**config.mk**
```make
export PLATFORM = sky130hd
export DESIGN_NAME = min_heap_priority_queue_unit
export DESIGN_NICKNAME = d
export VERILOG_FILES = /design/src/sv/mhpq_pkg.sv /design/src/sv/mhpq_front.sv /design/src/sv/mhpq_engine.sv /design/src/sv/min_heap_priority_queue_unit.sv
export SDC_FILE = /design/constraint.sdc
export NUM_CORES = 2
export LEC_CHECK = 0
export BUFFER_PORTS_ARGS = -buffer_cell sky130_fd_sc_hd__buf_4
export CAP_MARGIN = 20
export CORE_UTILIZATION = 40
export CTS_BUF_LIST = sky130_fd_sc_hd__clkbuf_8
export CTS_CLUSTER_SIZE = 12
export DETAILED_ROUTE_END_ITERATION = 7
export SYNTH_ARGS = -nofsm -noshare
export SYNTH_HDL_FRONTEND = slang
export SYNTH_SLANG_ARGS = --single-unit
```
**constraint.sdc**
```tcl
create_clock -name clk_i -period 18.2 [get_ports clk_i]
set_clock_uncertainty 0.05 [all_clocks]
set_input_delay 1.82 -clock clk_i [delete_from_list [all_inputs] [get_ports clk_i]]
set_output_delay 1.82 -clock clk_i [all_outputs]
set_load 0.02 [all_outputs]
```
**src/sv/mhpq_pkg.sv**
```systemverilog
`default_nettype none
package mhpq_pkg;

  // default heap size
  localparam int unsigned HEAP_DEPTH_DEF = 64;

  // entries in the command queue between front and back, a power of two
  localparam int unsigned QUEUE_DEPTH = 2;

  localparam int unsigned VALUE_W = 16;
  localparam int unsigned OCC_W   = 7;

  typedef enum logic [1:0] {
    ST_DONE  = 2'd0,
    ST_FULL  = 2'd1,
    ST_EMPTY = 2'd2
  } status_e;

  // classified command kinds
  typedef enum logic [1:0] {
    OP_INSERT = 2'd0,
    OP_REMOVE = 2'd1,
    OP_FULL   = 2'd2,
    OP_EMPTY  = 2'd3
  } cmd_kind_e;

  typedef struct packed {
    logic               operation;
    logic [VALUE_W-1:0] priority_req;
  } in_item_t;

  typedef struct packed {
    status_e            status;
    logic [VALUE_W-1:0] removed_value;
    logic [OCC_W-1:0]   occupancy;
  } out_item_t;

  typedef struct packed {
    cmd_kind_e          kind;
    logic [VALUE_W-1:0] value;
    logic [OCC_W-1:0]   occupancy;
  } cmd_t;

  // queue to back end handshake
  typedef struct packed {
    logic valid;
    cmd_t cmd;
  } cmd_chan_t;

endpackage
`default_nettype wire

```
**src/sv/mhpq_front.sv**
```systemverilog
`default_nettype none
module mhpq_front #(
  parameter int unsigned HeapDepth = mhpq_pkg::HEAP_DEPTH_DEF
) (
  input  wire                 clk_i,
  input  wire                 rst_ni,
  input  wire                 in_valid_i,
  output logic                in_stall_o,
  input  mhpq_pkg::in_item_t  in_item_i,
  output mhpq_pkg::cmd_chan_t cmd_o,
  input  wire                 cmd_pop_i,
  output logic [$clog2(HeapDepth+1)-1:0] count_o
);
  import mhpq_pkg::*;

  localparam int unsigned CW  = $clog2(HeapDepth + 1);
  localparam int unsigned QPW = (QUEUE_DEPTH > 1) ? $clog2(QUEUE_DEPTH) : 1;
  localparam int unsigned QCW = $clog2(QUEUE_DEPTH + 1);

  logic [CW-1:0]  count_d, count_q;
  cmd_t           cmd_new;
  cmd_t           queue_q [QUEUE_DEPTH];
  logic [QPW-1:0] wr_ptr_q, rd_ptr_q;
  logic [QCW-1:0] fill_q;
  logic           accept, pop;

  assign in_stall_o = (fill_q == QCW'(QUEUE_DEPTH));
  assign accept     = in_valid_i && !in_stall_o;
  assign pop        = cmd_pop_i && (fill_q != '0);

  // classify against the predicted entry count
  always_comb begin
    count_d       = count_q;
    cmd_new.value = in_item_i.priority_req;
    if (in_item_i.operation == 1'b0) begin
      if (count_q == CW'(HeapDepth)) begin
        cmd_new.kind = OP_FULL;
      end else begin
        cmd_new.kind = OP_INSERT;
        count_d      = count_q + CW'(1);
      end
    end else begin
      if (count_q == '0) begin
        cmd_new.kind = OP_EMPTY;
      end else begin
        cmd_new.kind = OP_REMOVE;
        count_d      = count_q - CW'(1);
      end
    end
    cmd_new.occupancy = OCC_W'(count_d);
  end

  always_ff @(posedge clk_i or negedge rst_ni) begin
    if (!rst_ni) begin
      count_q <= '0;
    end else if (accept) begin
      count_q <= count_d;
    end
  end

  // command queue storage
  always_ff @(posedge clk_i) begin
    if (accept) begin
      queue_q[wr_ptr_q] <= cmd_new;
    end
  end

  always_ff @(posedge clk_i or negedge rst_ni) begin
    if (!rst_ni) begin
      wr_ptr_q <= '0;
      rd_ptr_q <= '0;
      fill_q   <= '0;
    end else begin
      if (accept) begin
        wr_ptr_q <= wr_ptr_q + QPW'(1);
      end
      if (pop) begin
        rd_ptr_q <= rd_ptr_q + QPW'(1);
      end
      if (accept && !pop) begin
        fill_q <= fill_q + QCW'(1);
      end else if (pop && !accept) begin
        fill_q <= fill_q - QCW'(1);
      end
    end
  end

  assign cmd_o.valid = (fill_q != '0);
  assign cmd_o.cmd   = queue_q[rd_ptr_q];
  assign count_o     = count_q;

endmodule
`default_nettype wire

```
**src/sv/mhpq_engine.sv**
```systemverilog
`default_nettype none
module mhpq_engine #(
  parameter int unsigned HeapDepth = mhpq_pkg::HEAP_DEPTH_DEF
) (
  input  wire                 clk_i,
  input  wire                 rst_ni,
  input  mhpq_pkg::cmd_chan_t cmd_i,
  output logic                cmd_pop_o,
  output logic                out_valid_o,
  input  wire                 out_stall_i,
  output mhpq_pkg::out_item_t out_item_o,
  output logic                idle_o,
  output logic [$clog2(HeapDepth+1)-1:0] count_o
);
  import mhpq_pkg::*;

  localparam int unsigned AW = $clog2(HeapDepth);
  localparam int unsigned CW = $clog2(HeapDepth + 1);
  localparam int unsigned IW = AW + 2;

  localparam logic [2:0] S_IDLE    = 3'd0;
  localparam logic [2:0] S_INS_RD  = 3'd1;
  localparam logic [2:0] S_INS_CMP = 3'd2;
  localparam logic [2:0] S_DEL_RD0 = 3'd3;
  localparam logic [2:0] S_DEL_LD  = 3'd4;
  localparam logic [2:0] S_DEL_RD  = 3'd5;
  localparam logic [2:0] S_DEL_CMP = 3'd6;
  localparam logic [2:0] S_OUT     = 3'd7;

  logic [2:0]         state_d, state_q;
  logic [CW-1:0]      count_d, count_q;
  logic [AW-1:0]      pos_d, pos_q;
  logic [AW-1:0]      par_d, par_q;
  logic [VALUE_W-1:0] val_d, val_q;
  logic [VALUE_W-1:0] rem_d, rem_q;
  status_e            st_d, st_q;
  logic [OCC_W-1:0]   occ_d, occ_q;

  logic [VALUE_W-1:0] heap_mem [HeapDepth];
  logic [VALUE_W-1:0] rd0_q, rd1_q;
  logic [AW-1:0]      ra0, ra1, waddr;
  logic [VALUE_W-1:0] wdata;
  logic               we;

  logic [IW-1:0]      left, right, last_ext;
  logic               has_right, take_left;
  logic [VALUE_W-1:0] child_val;
  logic [AW-1:0]      child_idx;
  logic               out_free;
  out_item_t          out_q;
  logic               out_valid_q;

  assign out_free = !out_valid_q || !out_stall_i;

  // child indices of the hole during sift-down
  assign left      = {1'b0, pos_q, 1'b1};
  assign right     = left + IW'(1);
  assign last_ext  = IW'(count_q);
  assign has_right = (right < last_ext);
  assign take_left = !has_right || (rd0_q < rd1_q);
  assign child_val = take_left ? rd0_q : rd1_q;
  assign child_idx = take_left ? left[AW-1:0] : right[AW-1:0];

  // sequencer: the moving value stays in val_q, the hole walks the tree
  always_comb begin
    state_d   = state_q;
    count_d   = count_q;
    pos_d     = pos_q;
    par_d     = par_q;
    val_d     = val_q;
    rem_d     = rem_q;
    st_d      = st_q;
    occ_d     = occ_q;
    ra0       = '0;
    ra1       = '0;
    we        = 1'b0;
    waddr     = pos_q;
    wdata     = val_q;
    cmd_pop_o = 1'b0;
    case (state_q)
      S_IDLE: begin
        if (cmd_i.valid) begin
          cmd_pop_o = 1'b1;
          val_d     = cmd_i.cmd.value;
          rem_d     = '0;
          occ_d     = cmd_i.cmd.occupancy;
          st_d      = ST_DONE;
          case (cmd_i.cmd.kind)
            OP_INSERT: begin
              pos_d   = AW'(count_q);
              count_d = count_q + CW'(1);
              state_d = S_INS_RD;
            end
            OP_REMOVE: begin
              count_d = count_q - CW'(1);
              state_d = S_DEL_RD0;
            end
            OP_FULL: begin
              st_d    = ST_FULL;
              state_d = S_OUT;
            end
            default: begin
              st_d    = ST_EMPTY;
              state_d = S_OUT;
            end
          endcase
        end
      end
      S_INS_RD: begin
        if (pos_q == '0) begin
          we      = 1'b1;
          state_d = S_OUT;
        end else begin
          par_d   = (pos_q - AW'(1)) >> 1;
          ra0     = par_d;
          state_d = S_INS_CMP;
        end
      end
      S_INS_CMP: begin
        we = 1'b1;
        if (rd0_q > val_q) begin
          wdata   = rd0_q;
          pos_d   = par_q;
          state_d = S_INS_RD;
        end else begin
          state_d = S_OUT;
        end
      end
      S_DEL_RD0: begin
        ra0     = '0;
        ra1     = AW'(count_q);
        state_d = S_DEL_LD;
      end
      S_DEL_LD: begin
        rem_d   = rd0_q;
        val_d   = rd1_q;
        pos_d   = '0;
        state_d = S_DEL_RD;
      end
      S_DEL_RD: begin
        if (left >= last_ext) begin
          we      = 1'b1;
          state_d = S_OUT;
        end else begin
          ra0     = left[AW-1:0];
          ra1     = has_right ? right[AW-1:0] : left[AW-1:0];
          state_d = S_DEL_CMP;
        end
      end
      S_DEL_CMP: begin
        we = 1'b1;
        if (child_val < val_q) begin
          wdata   = child_val;
          pos_d   = child_idx;
          state_d = S_DEL_RD;
        end else begin
          state_d = S_OUT;
        end
      end
      S_OUT: begin
        if (out_free) begin
          state_d = S_IDLE;
        end
      end
      default: begin
        state_d = S_IDLE;
      end
    endcase
  end

  always_ff @(posedge clk_i or negedge rst_ni) begin
    if (!rst_ni) begin
      state_q <= S_IDLE;
      count_q <= '0;
    end else begin
      state_q <= state_d;
      count_q <= count_d;
    end
  end

  always_ff @(posedge clk_i) begin
    pos_q <= pos_d;
    par_q <= par_d;
    val_q <= val_d;
    rem_q <= rem_d;
    st_q  <= st_d;
    occ_q <= occ_d;
  end

  // heap memory, one write and two registered reads
  always_ff @(posedge clk_i) begin
    if (we) begin
      heap_mem[waddr] <= wdata;
    end
    rd0_q <= heap_mem[ra0];
    rd1_q <= heap_mem[ra1];
  end

  // result register
  always_ff @(posedge clk_i or negedge rst_ni) begin
    if (!rst_ni) begin
      out_valid_q <= 1'b0;
    end else if (state_q == S_OUT && out_free) begin
      out_valid_q <= 1'b1;
    end else if (!out_stall_i) begin
      out_valid_q <= 1'b0;
    end
  end

  always_ff @(posedge clk_i) begin
    if (state_q == S_OUT && out_free) begin
      out_q.status        <= st_q;
      out_q.removed_value <= rem_q;
      out_q.occupancy     <= occ_q;
    end
  end

  assign out_valid_o = out_valid_q;
  assign out_item_o  = out_q;
  assign idle_o      = (state_q == S_IDLE);
  assign count_o     = count_q;

endmodule
`default_nettype wire

```
**src/sv/min_heap_priority_queue_unit.sv**
```systemverilog
// Binary min-heap priority queue of HeapDepth 16-bit values.
// Input channel in_valid_i / in_stall_o / in_item_i: operation 0 inserts
// priority_req, operation 1 removes the minimum. Every item gives exactly
// one result on out_valid_o / out_stall_i / out_item_o: a status (done,
// full, empty), the removed value (zero unless a remove succeeded) and the
// occupancy after the item.
// The front classifies each item against its own entry count and pushes it
// into a two-entry command queue; the back walks the heap in one memory
// with one write and two read ports.
// In the back end a refused item goes straight to the result state; an
// insert climbs from the rear, each level a registered read of the parent
// and a compare, until it reaches the root or stops lower; a remove first
// reads the root and the last entry, then sinks, each level a registered
// read of both children and a compare, until it reaches a leaf or stops.
// The back end takes the next item from the queue only once it is idle.
// Reset empties the heap at once; no clearing pass is needed.
// While out_stall_i is high the result register holds, the back end waits
// with its next result, and the queue keeps taking items until it is full.
`default_nettype none
module min_heap_priority_queue_unit #(
  parameter int unsigned HeapDepth = mhpq_pkg::HEAP_DEPTH_DEF
) (
  input  wire                 clk_i,
  input  wire                 rst_ni,
  input  wire                 in_valid_i,
  output logic                in_stall_o,
  input  mhpq_pkg::in_item_t  in_item_i,
  output logic                out_valid_o,
  input  wire                 out_stall_i,
  output mhpq_pkg::out_item_t out_item_o
);
  import mhpq_pkg::*;

  localparam int unsigned CW = $clog2(HeapDepth + 1);

  cmd_chan_t     cmd;
  logic          cmd_pop;
  logic          eng_idle;
  logic [CW-1:0] front_count, back_count;

  mhpq_front #(
    .HeapDepth(HeapDepth)
  ) u_front (
    .clk_i     (clk_i),
    .rst_ni    (rst_ni),
    .in_valid_i(in_valid_i),
    .in_stall_o(in_stall_o),
    .in_item_i (in_item_i),
    .cmd_o     (cmd),
    .cmd_pop_i (cmd_pop),
    .count_o   (front_count)
  );

  mhpq_engine #(
    .HeapDepth(HeapDepth)
  ) u_engine (
    .clk_i      (clk_i),
    .rst_ni     (rst_ni),
    .cmd_i      (cmd),
    .cmd_pop_o  (cmd_pop),
    .out_valid_o(out_valid_o),
    .out_stall_i(out_stall_i),
    .out_item_o (out_item_o),
    .idle_o     (eng_idle),
    .count_o    (back_count)
  );

  // predicted and actual counts agree once the queue has drained
  a_count_sync: assert property (@(posedge clk_i) disable iff (!rst_ni)
    (!cmd.valid && eng_idle) |-> (front_count == back_count))
    else $error("front and back entry counts disagree");

  // a full refusal reports a full heap
  a_full_occ: assert property (@(posedge clk_i) disable iff (!rst_ni)
    (out_valid_o && out_item_o.status == ST_FULL) |->
      (out_item_o.occupancy == OCC_W'(HeapDepth)))
    else $error("full status with wrong occupancy");

  // an empty refusal reports nothing held and nothing removed
  a_empty_res: assert property (@(posedge clk_i) disable iff (!rst_ni)
    (out_valid_o && out_item_o.status == ST_EMPTY) |->
      (out_item_o.occupancy == '0 && out_item_o.removed_value == '0))
    else $error("empty status with nonzero fields");

endmodule
`default_nettype wire

```
======== After elaboration in Yosys (flattened, before gate mapping) ========
Memories as Yosys holds them, arrays and structs flattened. A register that Yosys moved wholly into a read port is not among the register bits.
Index checks and enable logic that the tools add are counted.
cells by class
  multiplexer cells ....................... 49
  order comparisons ....................... 5
  bitwise gates (word level) .............. 1
  add/sub/neg operators ................... 10
  equality and inequality tests ........... 17
  reduce and logical (&&, ||, !) cells .... 30
operators with widths
  operator                                                number
  case mux 16 bit (2 select lines)                        3
  two-way mux 16 bit                                      5
  two-way mux 6 bit                                       8
  less-than comparator 16 bit                             2
  case mux 3 bit (8 select lines)                         1
  case mux 6 bit (2 select lines)                         2
  case mux 6 bit (4 select lines)                         1
  two-way mux 7 bit                                       3
  greater-than comparator 16 bit                          1
  adder 7 x 1 -> 7 bit (second input constant)            2
  case mux 7 bit (2 select lines)                         1
  subtractor 7 x 1 -> 7 bit (second input constant)       2
  == test 3 bit (second input constant)                   4
  two-way mux 2 bit                                       6
  two-way mux 3 bit                                       4
  two-way mux 1 bit                                       11
  inequality test 2 x 1 -> 1 bit (second input constant)  5
  adder 7 x 1 -> 8 bit (second input constant)            1
  less-than comparator 8 x 7 -> 1 bit                     1
  AND reduction 2 bit                                     4
  nonzero test 2 bit                                      4
  == test 7 bit (second input constant)                   1
  >= comparator 7 bit                                     1
  logical NOT 7 bit                                       1
  other kinds (24)                                        38
storage, ports and cells
  output and inout bits ................... 27
  logic and storage cells ................. 130
  bits in writable memories ............... 1,074
  memories ................................ 2
  bits in registers ....................... 99
memory list
  name               words  bits a word  read ports  clocked after memory_dff  write ports  RTL line           source
  u_engine.heap_mem  64     16           2           2                         1            mhpq_engine.sv:39  logic [VALUE_W-1:0] heap_mem [HeapDepth];
  u_front.queue_q    2      25           1           0                         1            mhpq_front.sv:22   cmd_t queue_q [QUEUE_DEPTH];

======== Logic depth before layout (Yosys ltp) ========
  depth in word-level cells ............... 8
  gate-level depth with buffers ........... 25
  depth with buffers taken out ............ 22

======== Cells and area by module ========
Synthesis repeated with hierarchy kept, for this count alone.
unflattened totals
  cell total of the unflattened synthesis .. 5,542
  area, all modules ....................... 59,280.6 sq um
modules (own cells, without submodules)
  module       cells each  area each (sq um)  instances
  mhpq_engine  5,360       56,581.8           1
  mhpq_front   182         2,698.8            1

======== Worst setup path before layout ========
OpenSTA, ideal clock, no wires.
  kind .................................... register to register
  from .................................... reg u_engine.pos_q[0]
  to ...................................... mem u_engine.heap_mem[0][12] (data pin)
  path slack .............................. 10.380 ns
  arrival ................................. 7.049 ns
  setup time .............................. 0.721 ns
  path buffers ............................ 3
  stages on the path, launching flop included .. 22
  required time ........................... 17.429 ns
  cells stage by stage .................... edfxtp_1 > clkinv_1 > ha_1 > ha_1 > o21ai_0 > a21oi_1 > o21a_1 > nor2_4 > o21ai_0 > clkbuf_1 > clkbuf_1 > nand2_1 > o21ai_0 > ha_1 > nand2_1 > or3_1 > and4b_1 > o21ai_0 > nor3_1 > nor3_1 > clkbuf_1 > o31ai_1
between the ends
  longest elaborated chain between the ends .. 8
RTL lines
  what                                   RTL line            source
  from (decl)                            mhpq_engine.sv:32   logic [AW-1:0] pos_d, pos_q;
  from (signal assigned)                 mhpq_engine.sv:182  pos_q <= pos_d;
  adder 7 x 1 -> 8 bit *                 mhpq_engine.sv:57   assign right = left + IW'(1);
  less-than comparator 8 x 7 -> 1 bit *  mhpq_engine.sv:59   assign has_right = (right < last_ext);
  logical NOT 1 bit *                    mhpq_engine.sv:60   assign take_left = !has_right || (rd0_q < rd1_q);
  logical OR 1 bit *                     mhpq_engine.sv:60
  two-way mux 16 bit *                   mhpq_engine.sv:61   assign child_val = take_left ? rd0_q : rd1_q;
  less-than comparator 16 bit            mhpq_engine.sv:152  if (child_val < val_q) begin
  two-way mux 16 bit *                   mhpq_engine.sv:152
  case mux 16 bit (2 select lines) *     mhpq_engine.sv:80   case (state_q)
  net u_engine.wdata[12]                 mhpq_engine.sv:42   logic [VALUE_W-1:0] wdata;
  to (decl)                              mhpq_engine.sv:39
Mark *: on every way through the listed nets, which the timed path passes. The rest lies on a longest branch.

======== Final worst setup path ========
  from .................................... reg u_engine.pos_q[3]
  to ...................................... mem u_engine.heap_mem[51][8] (data pin)
Same word-level chain as after synthesis.

==> impl_metrics.yaml <==
routing:
  vias_per_cell: 6.37
  drt-total-wl_um: 208000
  route.detailed.drc: 11
  detailedRoute.firstPassIterationCount: 8
  antenna_left: 0
  routed-via-count: 41500
  drt-wirelength-per-cell_um: 31.9
  dr.first_iter.drc_count: 5884
sta:
  setup_total_negative_slack_ns: 0
  rsz0062_at_grt: "false"
  slew_headroom_pct: 14.1
  tightest_slew_ns: 1.28
  fmax_mhz: 152
  hold_ws_ns: 0.364
  finalSetupViolCount: 0
  final-max-slew-violation-count: 0
  post-route-period-util_pct: 36.2
  hold_viol: 0
  final_critical_period_ns: 6.58
clocking:
  clk_root_buffer_cell: "clkbuf_8"
  ctsHtreeMaxLevel: 4
  postCtsSetupBuffers: 0
  post_cts_hold_buffer_count: 0
  cts_tree: "yes"
  numCtsBuffers: 191
  clock_insertion_delay_worst_skew_ns: 0.96
  cts_buffer_depth: 3
  ctsResizeCount: 0
  clkSinkCount: 1205
  clk_transition_reported_paths_ns: 0.07
power:
  p_leak_nw: 22.0
  powerDensity_nw_per_um2: 212
  ir_drop_uv: 208
  power_mw: 13.6
die:
  coreArea_um2: 142000
  starting_density_of_the_core_pct: 40.6
  floorplan.die_area_um2: 146000
  io_pins: 48
  rows: 138
  dieHeight_um: 382
  die_wd_um: 382
worst_setup_path:
  critical_path.max_fanout: 64
  cp_data_arrival_time_ns: 7.16
  crit_chain: "nand3_2 > xnor2_1 > ha_1 > a21oi_1 > a21boi_0 > o21a_1 > nor2_4 > o21ai_2 > buf_4 > o21ai_0 > ha_1 > a21oi_1 > nor2b_1 > o21ai_0 > a21oi_1 > a211oi_1 > o21ai_0 > nor3_2 > buf_4 > a22oi_1 > o31ai_4 > buf_4"
  setup.worst_path.end_class: "flop"
  crit-reg2reg-launch: "u_engine.pos_q[3]"
  cp-startpoint: "u_engine.pos_q[3]"
  cp_data_required_time_ns: 18.77
  max_stage_delay_ns: 0.87
  path_class: "reg -> reg"
  startpoint_type: "flop"
  slowest_stage: "edfxtp_1"
synth:
  number_of_nets_produced_by_synthesis: 4519
  yosys.cell_types.count: 89
  number_of_storage_elements_in_the_synthesis_netlist: 1205
  yosys_most_used_dff: "edfxtp_1"
  ys_warn_count: 0
  synthCells: 4427
  ys_async_sr_fraction_pct: 1.83
  synth-edff-count: 1151
  yosysSeqAreaShare_pct: 62.0
  postSynthAreaPerCell_um2: 13.0
  post_synth_instance_area_um2: 57700
global_route:
  global_route_wire_length_before_repair_um: 292000
  gr-total-overflow: 0
  first_global_vias: 39300
  antenna_found_initial: 4
  largest_net_degree_at_the_start_of_global_routing: 142
  grt_util_all_layers_pct: 28.1
cells_and_area:
  area_growth_syn_to_layout_pct: 11.4
  drive_gt1_share_pct: 17.1
  stdcell_area_um2: 64200
  finalNetCount: 4566
worst_hold_path:
  worst_hold_path_type: "reg -> reg"
  worstHoldStart: "u_engine.rem_q[6]"
place:
  place.port_buffers: 47
  placed_area_um2: 60500
  post-dp-hpwl_um: 123000
  gp_routability_congestion: 0.929
status:
  status: "finished, violations left"
  failing_checks: "design-rule violations"
run:
  maxCapViolCount: 0
## cell type report
| type | count | area, um2 |
|---|---|---|
| tap | 1890 | 2360 |
| clock buffer | 208 | 2860 |
| fill | 12800 | 78000 |
| clock inverter | 135 | 838 |
| inverter | 61 | 229 |
| timing repair buffer | 169 | 1420 |
| antenna | 5 | 12.5 |
| multi-input combinational | 2846 | 20800 |
| sequential | 1205 | 35800 |
## path summary, 6_finish.rpt
| check | end | slack [ns] | depth (start not counted) |
|---|---|---|---|
| setup / recovery | u_engine.heap_mem[51][8] | 11.62 | 22 |
| hold / removal | u_engine.out_item_o[13] | 0.36 | 0 |
| setup reg to reg | u_engine.heap_mem[51][8] | 11.62 | 22 |
| hold reg to reg | u_engine.out_item_o[13] | 0.36 | 0 |
| max in group asynchronous | u_front.wr_ptr_q | 17.10 | 1 |
| min in group asynchronous | u_engine.count_o[5] | 0.75 | 1 |
## through the flow
stage	util [%]	worst slack (ns)	instances
floorplan	-	10.38	4427
global placement	42.5	11.67	6167
detailed placement	42.5	11.62	6168
CTS	45.1	11.58	6511
global route	45.2	11.07	6518
finish	45.2	11.62	6519
## cells by family after synthesis
group | Yosys count | synth area share, %
flip-flops | 1205 | 62.0
multiplexers | 331 | 11.0
adder cells (fa/ha/maj) | 71 | 1.55
XOR/XNOR | 32 | 0.486
AO/OA/AOI/OAI | 671 | 8.15
buffers and inverters | 376 | 3.20
AND/OR/NAND/NOR | 1741 | 13.6
## per-layer routing
| layer | track usage, % | vias up | wire (um) |
|---|---|---|---|
| met5 | 0 | - | 10 |
| met1 | 36.7 | 20800 | 77300 |
| met3 | 8.31 | 571 | 26900 |
| met4 | 15.9 | 2 | 13200 |
| met2 | 41.5 | 3043 | 90800 |
| li1 | - | 17100 | - |
## flip-flops by register name, indices dropped and copies added, names as in the netlist, 6 cells and up
register             flops
u_front.queue_q         50
u_front.count_o          7
u_engine.heap_mem     1024
u_engine.count_o         7
u_engine.val_q          16
u_engine.out_item_o     25
u_engine.rem_q          16
u_engine.rd0_q          16
u_engine.pos_q           6
u_engine.occ_q           7
u_engine.rd1_q          16
## synthesized netlist by cell type (70+ instances only)
library cell  number  area [um2]
edfxtp_1        1151       34600
nand2_1          981        3680
nand3_1          340        1700
mux4_2           242        5450
buf_2            181         906
a22oi_1          141        1060
nor2_1           128         480
a21oi_1          101         505
o21ai_0           90         450
and3_1            84         526
a31oi_1           80         500
mux2i_1           77         771
ha_1              70         876
## layout by cell type, fill, tap and decap left out, types with 88 or more instances in the layout
master    count
a21oi_1     101
buf_4       156
nand2_1     979
nand3_1     339
inv_1       129
a22oi_1     141
clkbuf_8    208
o21ai_0      88
mux4_2      242
edfxtp_1   1151
## power breakdown
part | total (mW) | switching, mW | leakage, nW | internal [mW]
sequential | 4.36 | 0.265 | 10.9 | 4.09
combinational | 6.97 | 4.83 | 8.86 | 2.13
clock | 2.29 | 1.11 | 2.15 | 1.18
## critical path, delay by kind of cell (launching register included)
kind,cells,cell delay [ns]
DFF,1,0.87
and+or+nand+nor,4,0.93
xor gates and xnor gates,1,0.22
AOI/OAI and AO/OA,12,2.14
buffers and inverters,3,1.27
adders and majority gates,2,0.62
Power figures use the tool's default switching activity.
